<file path="src/rtl/digital_input_debounce_remap_defines.svh">
// Assertion macros for the debounce and remap block.
`ifndef DIGITAL_INPUT_DEBOUNCE_REMAP_DEFINES_SVH
`define DIGITAL_INPUT_DEBOUNCE_REMAP_DEFINES_SVH

// Check that the consequent holds in the same cycle as the antecedent.
`define DBR_ASSERT_SAME(label, clk, rst, ante, cons, msg) \
   label: assert property (@(posedge clk) disable iff (rst) (ante) |-> (cons)) else $error(msg);

// Check that the consequent holds in the cycle after the antecedent.
`define DBR_ASSERT_NEXT(label, clk, rst, ante, cons, msg) \
   label: assert property (@(posedge clk) disable iff (rst) (ante) |=> (cons)) else $error(msg);

`endif

</file>
<file path="src/rtl/dbr_pkg.sv">
// Shared constants, register map and types for the debounce and remap block.
`default_nettype none

package dbr_pkg;

   localparam int NUM_PINS_DEF     = 7;
   localparam int COUNT_BITS_DEF   = 10;
   localparam int FUNC_BITS_DEF    = 21;

   localparam int MAP_FIELD_BITS   = 5;
   localparam int SMALL_MODEL_PINS = 5;
   localparam logic [MAP_FIELD_BITS-1:0] FUNC_DRIVE_ENABLE = 5'd0;
   localparam logic [MAP_FIELD_BITS-1:0] FUNC_ACDC_A       = 5'd16;
   localparam logic [MAP_FIELD_BITS-1:0] FUNC_ACDC_B       = 5'd17;

   localparam int CSR_ADDR_BITS = 5;
   localparam int CSR_DATA_BITS = 64;

   typedef enum logic [CSR_ADDR_BITS-1:0] {
      CSR_INPUT_INVERT   = 5'd0,
      CSR_DEBOUNCE_LIMIT = 5'd8,
      CSR_FULL_MODEL     = 5'd16,
      CSR_FUNCTION_MAP   = 5'd24
   } csr_addr_type;

   typedef struct packed {
      logic acdc_assigned;
      logic drive_enable_assigned;
   } map_flags_type;

endpackage

`default_nettype wire

</file>
<file path="src/rtl/dbr_debounce.sv">
// Per-pin debounce counters and stable level register.
`default_nettype none

module dbr_debounce #(
   parameter int NUM_PINS   = dbr_pkg::NUM_PINS_DEF,
   parameter int COUNT_BITS = dbr_pkg::COUNT_BITS_DEF
) (
   input  wire logic                  clock,
   input  wire logic                  reset,
   input  wire logic                  step,
   input  wire logic [NUM_PINS-1:0]   sample,
   input  wire logic [COUNT_BITS-1:0] limit,
   output logic      [NUM_PINS-1:0]   stable_in
);
   import dbr_pkg::*;

   logic [COUNT_BITS-1:0] count_ff [NUM_PINS];
   logic [COUNT_BITS-1:0] count_in [NUM_PINS];
   logic [NUM_PINS-1:0]   stable_ff;

   always_comb begin
      for (int i = 0; i < NUM_PINS; i++) begin
         stable_in[i] = stable_ff[i];
         if (sample[i] == stable_ff[i]) begin
            count_in[i] = '0;
         end else if (count_ff[i] >= limit) begin
            // adopt the new level once it has persisted long enough
            count_in[i]  = '0;
            stable_in[i] = sample[i];
         end else begin
            count_in[i] = count_ff[i] + COUNT_BITS'(1);
         end
      end
   end

   always_ff @(posedge clock) begin
      if (reset) begin
         stable_ff <= '0;
         for (int i = 0; i < NUM_PINS; i++) begin
            count_ff[i] <= '0;
         end
      end else if (step) begin
         stable_ff <= stable_in;
         for (int i = 0; i < NUM_PINS; i++) begin
            count_ff[i] <= count_in[i];
         end
      end
   end

endmodule

`default_nettype wire

</file>
<file path="src/rtl/dbr_remap.sv">
// Places stable pin levels at their function bit positions and derives the map flags.
`default_nettype none

module dbr_remap #(
   parameter int NUM_PINS  = dbr_pkg::NUM_PINS_DEF,
   parameter int FUNC_BITS = dbr_pkg::FUNC_BITS_DEF
) (
   input  wire logic [NUM_PINS-1:0]                        stable,
   input  wire logic [NUM_PINS*dbr_pkg::MAP_FIELD_BITS-1:0] function_map,
   output logic      [FUNC_BITS-1:0]                       function_word,
   output dbr_pkg::map_flags_type                          flags
);
   import dbr_pkg::*;

   logic [MAP_FIELD_BITS-1:0] pos [NUM_PINS];

   always_comb begin
      function_word = '0;
      flags         = '0;
      for (int i = 0; i < NUM_PINS; i++) begin
         pos[i] = function_map[i*MAP_FIELD_BITS +: MAP_FIELD_BITS];
         if (pos[i] == FUNC_DRIVE_ENABLE) begin
            flags.drive_enable_assigned = 1'b1;
         end
         if (pos[i] == FUNC_ACDC_A || pos[i] == FUNC_ACDC_B) begin
            flags.acdc_assigned = 1'b1;
         end
         // positions at or above the word width match no bit and drop out
         for (int b = 0; b < FUNC_BITS; b++) begin
            if (stable[i] && pos[i] == MAP_FIELD_BITS'(b)) begin
               function_word[b] = 1'b1;
            end
         end
      end
   end

endmodule

`default_nettype wire

</file>
<file path="src/rtl/digital_input_debounce_remap.sv">
// Top level of the debounced, remapped digital input block.
// Each req transaction carries one sample of the raw input pins. The block
// inverts each pin by input_invert, masks to the five low pins when full_model
// is 0, runs a debounce counter per pin (a changed pin is adopted once its
// counter has reached debounce_limit, so a limit of 0 adopts at once) and
// places the stable levels into a function word at the positions given by
// function_map, five bits per pin, pin 0 lowest. Both map flags look at every
// pin's position regardless of its level. One rsp transaction follows every
// req transaction. The block takes one sample per clock cycle while the result
// register is not stalled: all pin counters update in parallel between an input
// register and a result register, and a stalled result register holds while
// one more sample waits in the input register.
// Configuration registers (APB, 64-bit data, byte addresses 0, 8, 16, 24):
// input_invert, debounce_limit, full_model, function_map; write them only
// while no transaction is in flight.
`default_nettype none

module digital_input_debounce_remap #(
   parameter int NUM_PINS   = dbr_pkg::NUM_PINS_DEF,
   parameter int COUNT_BITS = dbr_pkg::COUNT_BITS_DEF,
   parameter int FUNC_BITS  = dbr_pkg::FUNC_BITS_DEF
) (
   input  wire logic                              clock,
   input  wire logic                              reset,
   // req_tdata: raw_pins
   input  wire logic                              req_tvalid,
   output logic                                   req_tready,
   input  wire logic [((NUM_PINS+7)/8)*8-1:0]     req_tdata,
   // rsp_tdata: stable_levels, function_word, drive_enable_assigned, acdc_assigned
   output logic                                   rsp_tvalid,
   input  wire logic                              rsp_tready,
   output logic [((NUM_PINS+FUNC_BITS+2+7)/8)*8-1:0] rsp_tdata,
   // configuration port
   input  wire logic                              csr_psel,
   input  wire logic                              csr_penable,
   input  wire logic                              csr_pwrite,
   input  wire logic [dbr_pkg::CSR_ADDR_BITS-1:0] csr_paddr,
   input  wire logic [dbr_pkg::CSR_DATA_BITS-1:0] csr_pwdata,
   output logic      [dbr_pkg::CSR_DATA_BITS-1:0] csr_prdata,
   output logic                                   csr_pready
);
   import dbr_pkg::*;

`include "digital_input_debounce_remap_defines.svh"

   localparam int RSP_W = ((NUM_PINS+FUNC_BITS+2+7)/8)*8;
   localparam int MAP_W = NUM_PINS*MAP_FIELD_BITS;

   // configuration registers
   logic [NUM_PINS-1:0]   invert_ff;
   logic [COUNT_BITS-1:0] limit_ff;
   logic                  full_model_ff;
   logic [MAP_W-1:0]      map_ff;
   logic                  csr_write;

   // input stage
   logic                s1_valid_ff;
   logic [NUM_PINS-1:0] s1_raw_ff;
   logic                s1_advance;

   // result stage
   logic                 rsp_valid_ff;
   logic [NUM_PINS-1:0]  rsp_stable_ff;
   logic [FUNC_BITS-1:0] rsp_word_ff;
   map_flags_type        rsp_flags_ff;

   // datapath between the stages
   logic [NUM_PINS-1:0]  model_mask;
   logic [NUM_PINS-1:0]  sample;
   logic [NUM_PINS-1:0]  stable_in;
   logic [FUNC_BITS-1:0] word_in;
   map_flags_type        flags_in;

   // ---------------------------------------------------------------
   // Configuration port: write on the access phase, reads are direct.
   // ---------------------------------------------------------------
   assign csr_pready = 1'b1;
   assign csr_write  = csr_psel && csr_penable && csr_pwrite && csr_pready;

   always_ff @(posedge clock) begin
      if (reset) begin
         invert_ff     <= '0;
         limit_ff      <= '0;
         full_model_ff <= 1'b1;
         map_ff        <= '0;
      end else if (csr_write) begin
         case (csr_addr_type'(csr_paddr))
            CSR_INPUT_INVERT:   invert_ff     <= csr_pwdata[NUM_PINS-1:0];
            CSR_DEBOUNCE_LIMIT: limit_ff      <= csr_pwdata[COUNT_BITS-1:0];
            CSR_FULL_MODEL:     full_model_ff <= csr_pwdata[0];
            CSR_FUNCTION_MAP:   map_ff        <= MAP_W'(csr_pwdata);
            default: ;
         endcase
      end
   end

   always_comb begin
      case (csr_addr_type'(csr_paddr))
         CSR_INPUT_INVERT:   csr_prdata = CSR_DATA_BITS'(invert_ff);
         CSR_DEBOUNCE_LIMIT: csr_prdata = CSR_DATA_BITS'(limit_ff);
         CSR_FULL_MODEL:     csr_prdata = CSR_DATA_BITS'(full_model_ff);
         CSR_FUNCTION_MAP:   csr_prdata = CSR_DATA_BITS'(map_ff);
         default:            csr_prdata = '0;
      endcase
   end

   // ---------------------------------------------------------------
   // Flow control: the input stage advances whenever the result
   // register is empty or being drained this cycle.
   // ---------------------------------------------------------------
   assign s1_advance = !rsp_valid_ff || rsp_tready;
   assign req_tready = !s1_valid_ff || s1_advance;

   always_ff @(posedge clock) begin
      if (reset) begin
         s1_valid_ff <= 1'b0;
      end else if (req_tready) begin
         s1_valid_ff <= req_tvalid;
      end
   end

   // hold the raw sample until it moves on
   always_ff @(posedge clock) begin
      if (req_tvalid && req_tready) begin
         s1_raw_ff <= req_tdata[NUM_PINS-1:0];
      end
   end

   // ---------------------------------------------------------------
   // Polarity and model masking.
   // ---------------------------------------------------------------
   always_comb begin
      for (int i = 0; i < NUM_PINS; i++) begin
         model_mask[i] = full_model_ff || (i < SMALL_MODEL_PINS);
      end
      sample = (s1_raw_ff ^ invert_ff) & model_mask;
   end

   // counters advance only when a sample moves into the result register
   dbr_debounce #(
      .NUM_PINS   (NUM_PINS),
      .COUNT_BITS (COUNT_BITS)
   ) u_debounce (
      .clock     (clock),
      .reset     (reset),
      .step      (s1_valid_ff && s1_advance),
      .sample    (sample),
      .limit     (limit_ff),
      .stable_in (stable_in)
   );

   dbr_remap #(
      .NUM_PINS  (NUM_PINS),
      .FUNC_BITS (FUNC_BITS)
   ) u_remap (
      .stable        (stable_in),
      .function_map  (map_ff),
      .function_word (word_in),
      .flags         (flags_in)
   );

   // ---------------------------------------------------------------
   // Result register: hold while the consumer stalls.
   // ---------------------------------------------------------------
   always_ff @(posedge clock) begin
      if (reset) begin
         rsp_valid_ff <= 1'b0;
      end else if (s1_advance) begin
         rsp_valid_ff <= s1_valid_ff;
      end
   end

   always_ff @(posedge clock) begin
      if (s1_valid_ff && s1_advance) begin
         rsp_stable_ff <= stable_in;
         rsp_word_ff   <= word_in;
         rsp_flags_ff  <= flags_in;
      end
   end

   assign rsp_tvalid = rsp_valid_ff;
   assign rsp_tdata  = RSP_W'({rsp_flags_ff.acdc_assigned,
                               rsp_flags_ff.drive_enable_assigned,
                               rsp_word_ff, rsp_stable_ff});

   // ---------------------------------------------------------------
   // Assertions
   // ---------------------------------------------------------------
   `DBR_ASSERT_NEXT(a_s1_kept, clock, reset, s1_valid_ff && !s1_advance, s1_valid_ff, "sample lost in input stage")
   `DBR_ASSERT_NEXT(a_s1_to_rsp, clock, reset, s1_valid_ff && s1_advance, rsp_valid_ff, "sample did not reach result register")
   `DBR_ASSERT_SAME(a_word_from_pins, clock, reset, rsp_valid_ff && rsp_word_ff != '0, rsp_stable_ff != '0, "function word set with no stable pin")

endmodule

`default_nettype wire

</file>
<file path="config.mk">
export PLATFORM = sky130hd
export DESIGN_NAME = digital_input_debounce_remap
export DESIGN_NICKNAME = d
export VERILOG_FILES = /design/src/rtl/dbr_pkg.sv /design/src/rtl/dbr_debounce.sv /design/src/rtl/dbr_remap.sv /design/src/rtl/digital_input_debounce_remap.sv
export VERILOG_INCLUDE_DIRS = /design/src /design/src/rtl
export SDC_FILE = /design/constraint.sdc
export NUM_CORES = 1
export LEC_CHECK = 0
export ABC_AREA = 1
export BUFFER_PORTS_ARGS = -buffer_cell sky130_fd_sc_hd__buf_2
export CORE_ASPECT_RATIO = 0.9
export CORE_MARGIN = 3
export CORE_UTILIZATION = 33
export CTS_BUF_LIST = sky130_fd_sc_hd__clkbuf_8
export DETAILED_ROUTE_END_ITERATION = 10
export PLACE_DENSITY = 0.51
export SETUP_SLACK_MARGIN = 0.02
export SYNTH_ARGS = -nofsm -noshare
export SYNTH_HDL_FRONTEND = slang
export SYNTH_HIERARCHICAL = 1
export SYNTH_SLANG_ARGS = --single-unit
</file>
<file path="constraint.sdc">
create_clock -name clock -period 4.8 [get_ports clock]
set_input_delay 1.2 -clock clock [delete_from_list [all_inputs] [get_ports clock]]
set_output_delay 1.2 -clock clock [all_outputs]
set_load 0.05 [all_outputs]
</file>
==> results of run 1 <==
## synth_stat cells (2+ instances only)
| cell type | instances | area share (%) |
|---|---|---|
| nand2_1 | 400 | 13 |
| nor2_1 | 356 | 11 |
| inv_1 | 226 | 7.1 |
| edfxtp_1 | 107 | 27 |
| nand3_1 | 94 | 3.9 |
| ha_1 | 77 | 8.0 |
| dfxtp_1 | 62 | 10 |
| nand4_1 | 62 | 3.2 |
| buf_4 | 33 | 2.1 |
| nor3_1 | 32 | 1.3 |
| xor2_1 | 30 | 2.2 |
| a21oi_1 | 27 | 1.1 |
| xnor2_1 | 18 | 1.3 |
| nor2_2 | 17 | 0.89 |
| buf_2 | 13 | 0.54 |
| nor3_2 | 12 | 1.0 |
| nor2_4 | 11 | 1.0 |
| o21ai_0 | 11 | 0.46 |
| a21o_1 | 7 | 0.44 |
| and2_1 | 7 | 0.36 |
| buf_1 | 6 | 0.19 |
| inv_2 | 6 | 0.19 |
| nand3b_1 | 5 | 0.31 |
| nand3b_2 | 5 | 0.47 |
| buf_6 | 4 | 0.38 |
| nand2_2 | 4 | 0.21 |
| o22ai_1 | 4 | 0.21 |
| a21oi_2 | 3 | 0.22 |
| nor3b_2 | 3 | 0.31 |
| clkbuf_1 | 2 | 0.063 |
| clkinv_1 | 2 | 0.063 |
| conb_1 | 2 | 0.063 |
| nand3_2 | 2 | 0.17 |
| nor2_8 | 2 | 0.33 |
| nor3b_1 | 2 | 0.13 |
| or2_1 | 2 | 0.10 |
## worst max-delay path by stage
stage / to / from / cells after the start
after floorplan: u_debounce/count_ff[0][0] / rsp_tready / 4
after global placement: csr_prdata[4] / csr_paddr[4] / 7
after detailed placement: csr_prdata[4] / csr_paddr[4] / 7
after CTS: csr_prdata[4] / csr_paddr[4] / 7
after global routing: csr_prdata[0] / csr_paddr[4] / 9
final: csr_prdata[2] / csr_paddr[4] / 7
## worst max-delay path, cell delays in order
cell and delay, ns:
buf_2 0.32, buf_4 0.37, nand3_4 0.10, clkinv_1 0.21, nand2_1 0.08, nand3_1 0.16, buf_2 0.30
## logic make-up (layout without fill, tap and decap cells)
| logic type | count (synthesis) | after routing |
|---|---|---|
| AOI/OAI and AO/OA | 54 | 54 |
| xor gates and xnor gates | 48 | 48 |
| adders and majority gates | 77 | 77 |
| buffers and inverters | 292 | 394 |
| DFF | 169 | 169 |
| other | 2 | 32 |
| and+or+nand+nor | 1022 | 1022 |
## power breakdown
part           total, mW  internal [mW]  switching, mW  leakage [nW]
Clock               1.04          0.463          0.578         0.188
Sequential          1.67           1.61         0.0569          1.59
Combinational      0.536          0.149          0.387          4.27
Total               3.24           2.22           1.02          6.05
## stage by stage
stage          power [mW]  cells  util, %  hold WS [ns]  area (sq um)
5_1_grt              3.41   2265     37.7         0.491         13400
6_report             3.24   2265     37.7         0.477         13400
3_5_place_dp         2.23   2233     36.6         0.465         13000
3_3_place_gp         2.23   2233     36.6         0.454         13000
4_1_cts              3.29   2265     37.7         0.480         13400
2_1_floorplan        2.10   1694        -         0.445         12100
## state kept, by name, summed over array words and instances, names as in the netlist, 2 cells and up
signal                count
limit_ff                 10
rsp_tdata                 2
u_debounce/count_ff      70
map_ff                   35
rsp_stable_ff             7
rsp_word_ff              21
u_debounce/stable_ff      7
s1_raw_ff                 7
invert_ff                 7
## routing by layer
metal | track usage (%) | up-vias
met5 | 0 | -
met4 | 5.13 | 0
met3 | 3.20 | 30
met2 | 26.5 | 333
met1 | 28.5 | 4979
li1 | - | 5475
## area by class of cell
cell class,instances,area [sq um]
Clock buffer,17,234
Timing Repair Buffer,128,661
Inverter,234,882
Clock inverter,15,148
Tap cell,469,587
Fill cell,3835,22100
Sequential cell,169,4450
Multi-Input combinational cell,1233,6410
==> run summary, run 1 <==
=================================================================================
Result of the run .................................................. complete, no violations
MaxCap Viol Count ..................................................            0
Remaining Overflow, GRT ............................................            0
Row cnt ............................................................           65
Category of the critical setup timing path .........................       in2out
Cell variety after synth ...........................................           44
Count of buffers from port buffering ...............................          120
Number of antenna cells inserted ...................................            0
Overall die height .................................................       187 um
Total negative setup slack .........................................         0 ns
Clock Path Buffers .................................................            2
Die boundary width .................................................       207 um
Hold Crit Class ....................................................      reg2reg
Mux share of post-synthesis cell area ..............................           0%
Antenna viol nets, final ...........................................            0
Number of nets at the end of the flow ..............................         1944
Total routing usage reported by global routing .....................        18.5%
Setup repair after global routing missed its margin ................        false
Resize count post-CTS ..............................................            0
Fraction of synthesized cell area in xor and xnor cells ............        3.50%
IO Pins ............................................................          183
Post-layout minimum cycle time .....................................      3.96 ns
Number of warnings issued by yosys .................................            6
Final worst clock skew .............................................    0.0142 ns
Final count of pins violating max slew .............................            0
Leakage dissipation ................................................      6.05 nW
Reg-to-reg endpoint ................................................ rsp_word_ff[1]
Number of global-route vias before repair ..........................         9822
Sequential cell area fraction in the yosys report ..................        37.1%
Synth Area in Adders ...............................................        8.03%
Crit share post-route ..............................................        82.5%
Synthesized area per cell ..........................................   7.21 sq um
Peak clock frequency supported by timing ...........................      253 MHz
Count of flip-flops with a built-in enable after synthesis .........          107
Most common library cell in the layout ignoring fill and taps ......      nand2_1
Wire length on met3 ................................................      2170 um
Initial core utilization ...........................................        33.8%
Launch instance of the worst register-to-register path .............  limit_ff[9]
Synthesized instance count .........................................         1664
Insertion delay of the later-clocked pin in the worst-skew pair ....      0.49 ns
Total Routed Length ................................................     35700 um
Setup WS post-layout ...............................................     0.841 ns
Residual DRC count .................................................            0
Setup slack, reg-to-reg ............................................      1.71 ns
Vias per cell ......................................................         4.78
Peak supply drop ...................................................   0.000165 V
Commonest cells after routing, fill and taps aside ................. nand2_1, nor2_1, inv_1
Total number of vias ...............................................        10800
Seq cells post-synth ...............................................          169
Number of cells traversed by the worst register-to-register path ...           12
Power density of the placed cells ..................................  242 nW/um^2
Floorplan die area .................................................  38700 sq um
Detailed-route wire length per cell ................................      15.7 um
Clock slew seen by the registers of the worst setup and hold paths .      0.10 ns
Number of detailed-route iterations in the first pass ..............            6
Post-synthesis cell area ...........................................  12000 sq um
FFs w/ async S/R, synth ............................................           0%
Hold Startpoint .................................................... u_debounce/stable_ff[2]
Clock tree from TritonCTS ..........................................         done
Kind of capture point of the worst setup path ...................... primary output
CTS H-Tree Depth ...................................................            4
Largest net degree at the start of global routing ..................           55
Core region area ...................................................  35500 sq um
Worst Hold Path EP ................................................. u_debounce/stable_ff[2]
Detailed router's first-iteration violation count ..................          819
Total CTS buffers ..................................................           17
HPWL after detailed placement ......................................     27400 um
Area fraction in and, or, nand and nor cells after synthesis .......        38.2%
Ratio of cells with drive above 1 in the final layout ..............        12.8%
Met1 wire length ...................................................     17900 um
CP Launch Type ..................................................... primary input
Primary flip-flop cell chosen by synthesis mapping .................     edfxtp_1
Final hold violations ..............................................            0
Combinational family with the most area after synthesis ............ simple AND/OR/NAND/NOR gates
Top Metal Used .....................................................         met4
Synth Area in Compound Gates .......................................        2.56%
Number of endpoints failing setup at the final stage ...............            0
Clk sink count .....................................................          169
Sum of met2 wire segment lengths after detailed routing ............     14900 um
Data arrival, critical path ........................................      2.76 ns
Final Wtd Congestion ...............................................        0.919
Hold Path Stages ...................................................            2
Critical Path Fanout Max ...........................................           24
Global-route wire length before repair .............................     55200 um
Worst slack after detailed placement ...............................     0.836 ns
Post-CTS Setup Repair Bufs .........................................            0
Area growth from synthesis to layout ...............................        11.5%
CTS Root Cell ......................................................     clkbuf_8
Slew @ Worst Pin ...................................................      1.14 ns
Remaining max-slew budget at the tightest pin ......................        23.9%
Required time reported for the critical path endpoint ..............      3.60 ns
Quantity of hold-fixing buffers added after cts ....................            0
Antenna violations before repair ...................................            1
=================================================================================
Power figures use the tool's default switching activity.
==> inputs of run 2 (changes only) <==
Settings changed: PLACE_DENSITY 0.51 to 0.49.
Clock period 4.8 ns to 3.8 ns, I/O delays scaled along.
==> run 2 against run 1 <==
Compared with the run above: critical endpoint is now csr_prdata[4]; routed wire length up 2.6%; register-to-register slack worse by 0.94 ns; via count down 0.35%; cell area up 0.22%; critical path depth unchanged; power increased by 25%; sequential power up 26%; non-clock buffer count up 5; global-route usage increased by 0.73 points; setup slack worse by 0.38 ns; worst hold slack gained 0.0042 ns.
==> run summary, run 2 (synthesized netlist as in run 1, its figures left out) <==
=================================================================================
Number of detailed-route iterations in the first pass ..............            7   was 6
Cell repeated most along the worst path ............................        buf_2   unchanged
Post-CTS Setup Repair Bufs .........................................            0   unchanged
Post-layout minimum cycle time .....................................      3.34 ns
Category of the critical setup timing path .........................       in2out   unchanged
Resize count post-CTS ..............................................            0   unchanged
Area growth from synthesis to layout ...............................        11.7%   was 11.5%
Clock Path Buffers .................................................            2   unchanged
Overall die height .................................................       187 um   unchanged
MaxCap Viol Count ..................................................            0   unchanged
Initial core utilization ...........................................        33.8%   unchanged
Core region area ...................................................  35500 sq um   unchanged
Final cell count without fillers ...................................         2270   was 2265
Top Registers ...................................................... u_debounce/count_ff (70), map_ff (35), rsp_word_ff (21)   unchanged
Quantity of hold-fixing buffers added after cts ....................            0   unchanged
Kind of capture point of the worst setup path ...................... primary output   unchanged
Total number of vias ...............................................        10800   about the same
CP max-delay cell ..................................................       nor2_2   was buf_4
Buffers and inverters on the worst path ............................            2   was 4
Gate family responsible for the most delay along the worst path .... simple AND/OR/NAND/NOR gates   was buffers and inverters
Remaining Overflow, GRT ............................................            0   unchanged
Hold Worst Slack ...................................................     0.481 ns   was 0.477 ns
Peak clock frequency supported by timing ...........................      299 MHz
Peak supply drop ...................................................   0.000214 V   was 0.000165 V
Detailed router's first-iteration violation count ..................          862   was 819
List of cells traversed by the critical path ....................... buf_2 -> nor2_4 -> nand2_2 -> nor2_2 -> nand2_1 -> nand3_1 -> buf_2   was buf_2 -> buf_4 -> nand3_4 -> clkinv_1 -> nand2_1 -> nand3_1 -> buf_2
Total CTS buffers ..................................................           17   unchanged
Final hold violations ..............................................            0   unchanged
Floorplan die area .................................................  38700 sq um   unchanged
Multi-input logic area .............................................   6410 sq um   unchanged
Power density of the placed cells ..................................  303 nW/um^2   was 242 nW/um^2
Setup repair after global routing missed its margin ................        false   unchanged
Final Wtd Congestion ...............................................        0.894   was 0.919
Result of the run .................................................. complete, no violations   unchanged
CTS Root Cell ......................................................     clkbuf_8   unchanged
Data arrival, critical path ........................................      2.39 ns   was 2.76 ns
CP Launch Type ..................................................... primary input   unchanged
Commonest cells after routing, fill and taps aside ................. nand2_1, nor2_1, inv_1   unchanged
Number of endpoints failing setup at the final stage ...............            0   unchanged
Remaining max-slew budget at the tightest pin ......................        40.1%   was 23.9%
Hold Crit Class ....................................................      reg2reg   unchanged
Filler cells .......................................................         3846   was 3835
Antenna viol nets, final ...........................................            0   unchanged
Ratio of cells with drive above 1 in the final layout ..............        13.2%   was 12.8%
Most common library cell in the layout ignoring fill and taps ......      nand2_1   unchanged
Largest net degree at the start of global routing ..................           54   was 55
Detailed-route wire length per cell ................................      16.1 um   was 15.7 um
Crit share post-route ..............................................        87.9%
Most flops, register ............................................... u_debounce/count_ff   unchanged
Global-route wire length before repair .............................     57000 um   was 55200 um
Die boundary width .................................................       207 um   unchanged
Count of buffers from port buffering ...............................          120   unchanged
Insertion delay of the later-clocked pin in the worst-skew pair ....      0.50 ns   was 0.49 ns
Final worst clock skew .............................................    0.0190 ns   was 0.0142 ns
Sequential cell area ...............................................   4450 sq um   unchanged
Clk sink count .....................................................          169   unchanged
Clock tree from TritonCTS ..........................................         done   unchanged
Critical Path Fanout Max ...........................................           14   was 24
Critical path's largest stage delay ................................      0.47 ns   was 0.37 ns
CTS H-Tree Depth ...................................................            4   unchanged
Slew @ Worst Pin ...................................................     0.897 ns   was 1.14 ns
Vias per cell ......................................................         4.75   was 4.78
Clock slew seen by the registers of the worst setup and hold paths .      0.10 ns   about the same
Total negative setup slack .........................................         0 ns   unchanged
Required time reported for the critical path endpoint ..............      2.85 ns   was 3.60 ns
Number of flip-flops in the largest register .......................           70   unchanged
IO Pins ............................................................          183   unchanged
Number of nets at the end of the flow ..............................         1949   was 1944
Leakage dissipation ................................................      6.08 nW   was 6.05 nW
Final Instance Area ................................................  13400 sq um   about the same
Residual DRC count .................................................            0   unchanged
Cell Count Post-Placement ..........................................         2238   was 2233
Setup slack, reg-to-reg ............................................      0.77 ns   was 1.71 ns
Number of antenna cells inserted ...................................            0   unchanged
Total routing usage reported by global routing .....................        19.2%   was 18.5%
HPWL after detailed placement ......................................     28300 um   was 27400 um
Antenna violations before repair ...................................            0   was 1
Number of global-route vias before repair ..........................        10100   was 9822
Cell area after placement ..........................................  13000 sq um   about the same
Final count of pins violating max slew .............................            0   unchanged
Row cnt ............................................................           65   unchanged
Total Routed Length ................................................     36600 um   was 35700 um
PnR Total Power ....................................................      4.06 mW   was 3.24 mW
=================================================================================
[run 2: cell count changes in the layout (fill, tap and decap cells not counted), sizes merged]
cell	previous run	this run
buf	128	133
inv	236	239
clkinv	8	7
bufinv	2	1
clkinvlp	3	2
[run 2: per-stage QoR]
| stage | worst slack [ns] | util, % |
|---|---|---|
| final | 0.461 | 37.8 |
| after CTS | 0.424 | 37.8 |
| after global placement | 0.460 | 36.7 |
| after global routing | 0.327 | 37.8 |
| after floorplan | 0.248 | - |
| after detailed placement | 0.417 | 36.7 |
[run 2: where the power goes]
group	switching [mW]	internal, mW	leakage, nW
Clock	0.744	0.530	0.194
Sequential	0.0700	2.03	1.59
Combinational	0.496	0.192	4.30
Total	1.31	2.75	6.08
[run 2: per-layer routing]
layer	global-route usage [%]	part of all wire, %
met5	0	0
met4	3.99	0.95
met3	2.87	5.3
met2	28.0	42
met1	30.1	52
[run 2: area by class of cell]
| cell class | count | share of cell area (%) |
|---|---|---|
| Sequential cell | 169 | 33.2 |
| Tap cell | 469 | 4.38 |
| Multi-Input combinational cell | 1233 | 47.8 |
| Inverter | 234 | 6.58 |
| Timing Repair Buffer | 133 | 5.21 |
| Clock buffer | 17 | 1.75 |
| Clock inverter | 15 | 1.05 |
[run 2: path summary, 6_finish.rpt]
path | to | from | cells after the start
worst max-delay path | csr_prdata[4] | csr_paddr[1] | 7
worst min-delay path | u_debounce/stable_ff[1] | u_debounce/stable_ff[1] | 2
worst max register to register | rsp_word_ff[9] | limit_ff[4] | 15
worst min register to register | u_debounce/stable_ff[1] | u_debounce/stable_ff[1] | 2
[run 2: worst register-to-register path, delay by kind of cell (launching register included)]
kind,cells,cell delay (ns)
adders and majority gates,1,0.34
and+or+nand+nor,11,1.45
buffers and inverters,3,0.63
DFF,1,0.33
==> inputs of run 3 (changes only) <==
Settings changed: PLACE_DENSITY 0.49 to 0.57.
Clock period 3.8 ns to 3.4 ns, I/O delays scaled along.
==> run 3 against run 2 <==
Compared with the run above: non-clock buffer count fell by 1; routed wire length decreased by 3.7%; clock skew up 0.0020 ns; final cell count hardly changed; first-iteration DRC count rose by 0.58%; critical path depth unchanged; clock power up 17%; register-to-register slack worse by 0.48 ns; utilization increased by 0.071 points; power grew 13%; setup slack worse by 0.25 ns; largest power group unchanged.
==> run summary, run 3 (synthesized netlist as in run 1, its figures left out) <==
=================================================================================
Total routing usage reported by global routing .....................        18.5%   was 19.2%
Die boundary width .................................................       207 um   unchanged
Final hold violations ..............................................            0   unchanged
IO Pins ............................................................          183   unchanged
CP max-delay cell ..................................................        buf_2   was nor2_2
Remaining Overflow, GRT ............................................            0   unchanged
Most common library cell in the layout ignoring fill and taps ......      nand2_1   unchanged
Ratio of cells with drive above 1 in the final layout ..............        13.1%   was 13.2%
CP Launch Type ..................................................... primary input   unchanged
Largest net degree at the start of global routing ..................           56   was 54
Post-CTS Setup Repair Bufs .........................................            0   unchanged
Total CTS buffers ..................................................           17   unchanged
Floorplan die area .................................................  38700 sq um   unchanged
Crit share post-route ..............................................        93.9%
Number of nets at the end of the flow ..............................         1948   was 1949
Data arrival, critical path ........................................      2.34 ns   was 2.39 ns
Row cnt ............................................................           65   unchanged
Total number of vias ...............................................        10800   about the same
Residual DRC count .................................................            0   unchanged
CTS Root Cell ......................................................     clkbuf_8   unchanged
Overall die height .................................................       187 um   unchanged
Peak clock frequency supported by timing ...........................      313 MHz
Vias per cell ......................................................         4.75   about the same
CTS H-Tree Depth ...................................................            4   unchanged
Initial core utilization ...........................................        33.8%   unchanged
Remaining max-slew budget at the tightest pin ......................        40.3%   was 40.1%
Setup repair after global routing missed its margin ................        false   unchanged
Quantity of hold-fixing buffers added after cts ....................            0   unchanged
Number of antenna cells inserted ...................................            0   unchanged
Peak supply drop ...................................................   0.000181 V   was 0.000214 V
Critical Path Fanout Max ...........................................           14   unchanged
Final count of pins violating max slew .............................            0   unchanged
Commonest cells after routing, fill and taps aside ................. nand2_1, nor2_1, inv_1   unchanged
Filler cells .......................................................         3844   was 3846
Area growth from synthesis to layout ...............................        11.9%   was 11.7%
Kind of capture point of the worst setup path ...................... primary output   unchanged
Number of cells traversed by the worst register-to-register path ...           13   was 15
Worst slack after detailed placement ...............................     0.238 ns   was 0.417 ns
Detailed router's first-iteration violation count ..................          867   was 862
Number of endpoints failing setup at the final stage ...............            0   unchanged
Most flops, register ............................................... u_debounce/count_ff   unchanged
Multi-input logic area .............................................   6410 sq um   unchanged
Insertion delay of the later-clocked pin in the worst-skew pair ....      0.49 ns   was 0.50 ns
Count of buffers from port buffering ...............................          120   unchanged
Top Registers ...................................................... u_debounce/count_ff (70), map_ff (35), rsp_word_ff (21)   unchanged
Clock slew seen by the registers of the worst setup and hold paths .      0.09 ns   was 0.10 ns
HPWL after detailed placement ......................................     27300 um   was 28300 um
Number of flip-flops in the largest register .......................           70   unchanged
Leakage dissipation ................................................      6.10 nW   was 6.08 nW
List of cells traversed by the critical path ....................... buf_2 -> inv_1 -> nand3_1 -> clkinv_1 -> nand2_1 -> nand3_1 -> buf_2   was buf_2 -> nor2_4 -> nand2_2 -> nor2_2 -> nand2_1 -> nand3_1 -> buf_2
Hold Path Stages ...................................................            2   unchanged
Slew @ Worst Pin ...................................................     0.896 ns   was 0.897 ns
Resize count post-CTS ..............................................            0   unchanged
MaxCap Viol Count ..................................................            0   unchanged
Required time reported for the critical path endpoint ..............      2.55 ns   was 2.85 ns
Number of detailed-route iterations in the first pass ..............            5   was 7
Clk sink count .....................................................          169   unchanged
Total Routed Length ................................................     35200 um   was 36600 um
Post-layout minimum cycle time .....................................      3.19 ns
Number of global-route vias before repair ..........................         9953   was 10100
Global-route wire length before repair .............................     55500 um   was 57000 um
Core region area ...................................................  35500 sq um   unchanged
Antenna viol nets, final ...........................................            0   unchanged
Total negative setup slack .........................................         0 ns   unchanged
Critical path's largest stage delay ................................      0.29 ns   was 0.47 ns
Final worst clock skew .............................................    0.0210 ns   was 0.0190 ns
Final Wtd Congestion ...............................................        0.934   was 0.894
Antenna violations before repair ...................................            2   was 0
Clock tree from TritonCTS ..........................................         done   unchanged
Result of the run .................................................. complete, no violations   unchanged
Hold Crit Class ....................................................      reg2reg   unchanged
Sequential cell area ...............................................   4450 sq um   unchanged
Setup WS post-layout ...............................................     0.208 ns   was 0.461 ns
Power density of the placed cells ..................................  342 nW/um^2   was 303 nW/um^2
Detailed-route wire length per cell ................................      15.5 um   was 16.1 um
Clock Path Buffers .................................................            2   unchanged
Category of the critical setup timing path .........................       in2out   unchanged
=================================================================================
run 3: path summary, 6_finish.rpt:
kind	startpoint	slack (ns)	endpoint
worst max register to register	limit_ff[8]	0.29	rsp_word_ff[1]
worst min-delay path	u_debounce/stable_ff[4]	0.48	u_debounce/stable_ff[4]
worst max-delay path	csr_paddr[4]	0.21	csr_prdata[4]
worst min register to register	u_debounce/stable_ff[4]	0.48	u_debounce/stable_ff[4]
run 3: layout make-up:
type                    instances  area share, %
multi-input cells            1233           47.7
flip-flops and latches        169           33.2
inverters                     234           6.57
repair buffers                132           5.24
well taps                     469           4.37
clock buffers                  18           1.85
clock inverters                14           1.09
run 3: layer usage:
metal	global-route usage (%)	part of all wire [%]
met2	27.1	43
met3	3.57	6.3
met1	28.0	50
met4	4.20	1.4
met5	0	0
run 3: power breakdown:
| part | switching (mW) | internal [mW] | leakage (nW) | total, mW |
|---|---|---|---|---|
| Combinational | 0.545 | 0.216 | 4.30 | 0.761 |
| Clock | 0.807 | 0.677 | 0.209 | 1.48 |
| Sequential | 0.0809 | 2.27 | 1.59 | 2.35 |
| Total | 1.43 | 3.16 | 6.10 | 4.60 |
run 3: stage by stage:
stage / total power [mW] / cells / instance area (sq um) / hold slack [ns] / util [%]
after floorplan: 2.97 / 1694 / 12100 / 0.445 / -
after global placement: 3.14 / 2237 / 13000 / 0.454 / 36.8
after detailed placement: 3.16 / 2237 / 13000 / 0.462 / 36.8
after CTS: 4.66 / 2269 / 13400 / 0.477 / 37.9
after global routing: 4.83 / 2269 / 13400 / 0.493 / 37.9
final: 4.60 / 2269 / 13400 / 0.477 / 37.9
run 3: critical path: cells and delay by family:
| kind | cells | cell delay, ns |
|---|---|---|
| buf+inv | 4 | 0.97 |
| simple gates | 3 | 0.52 |
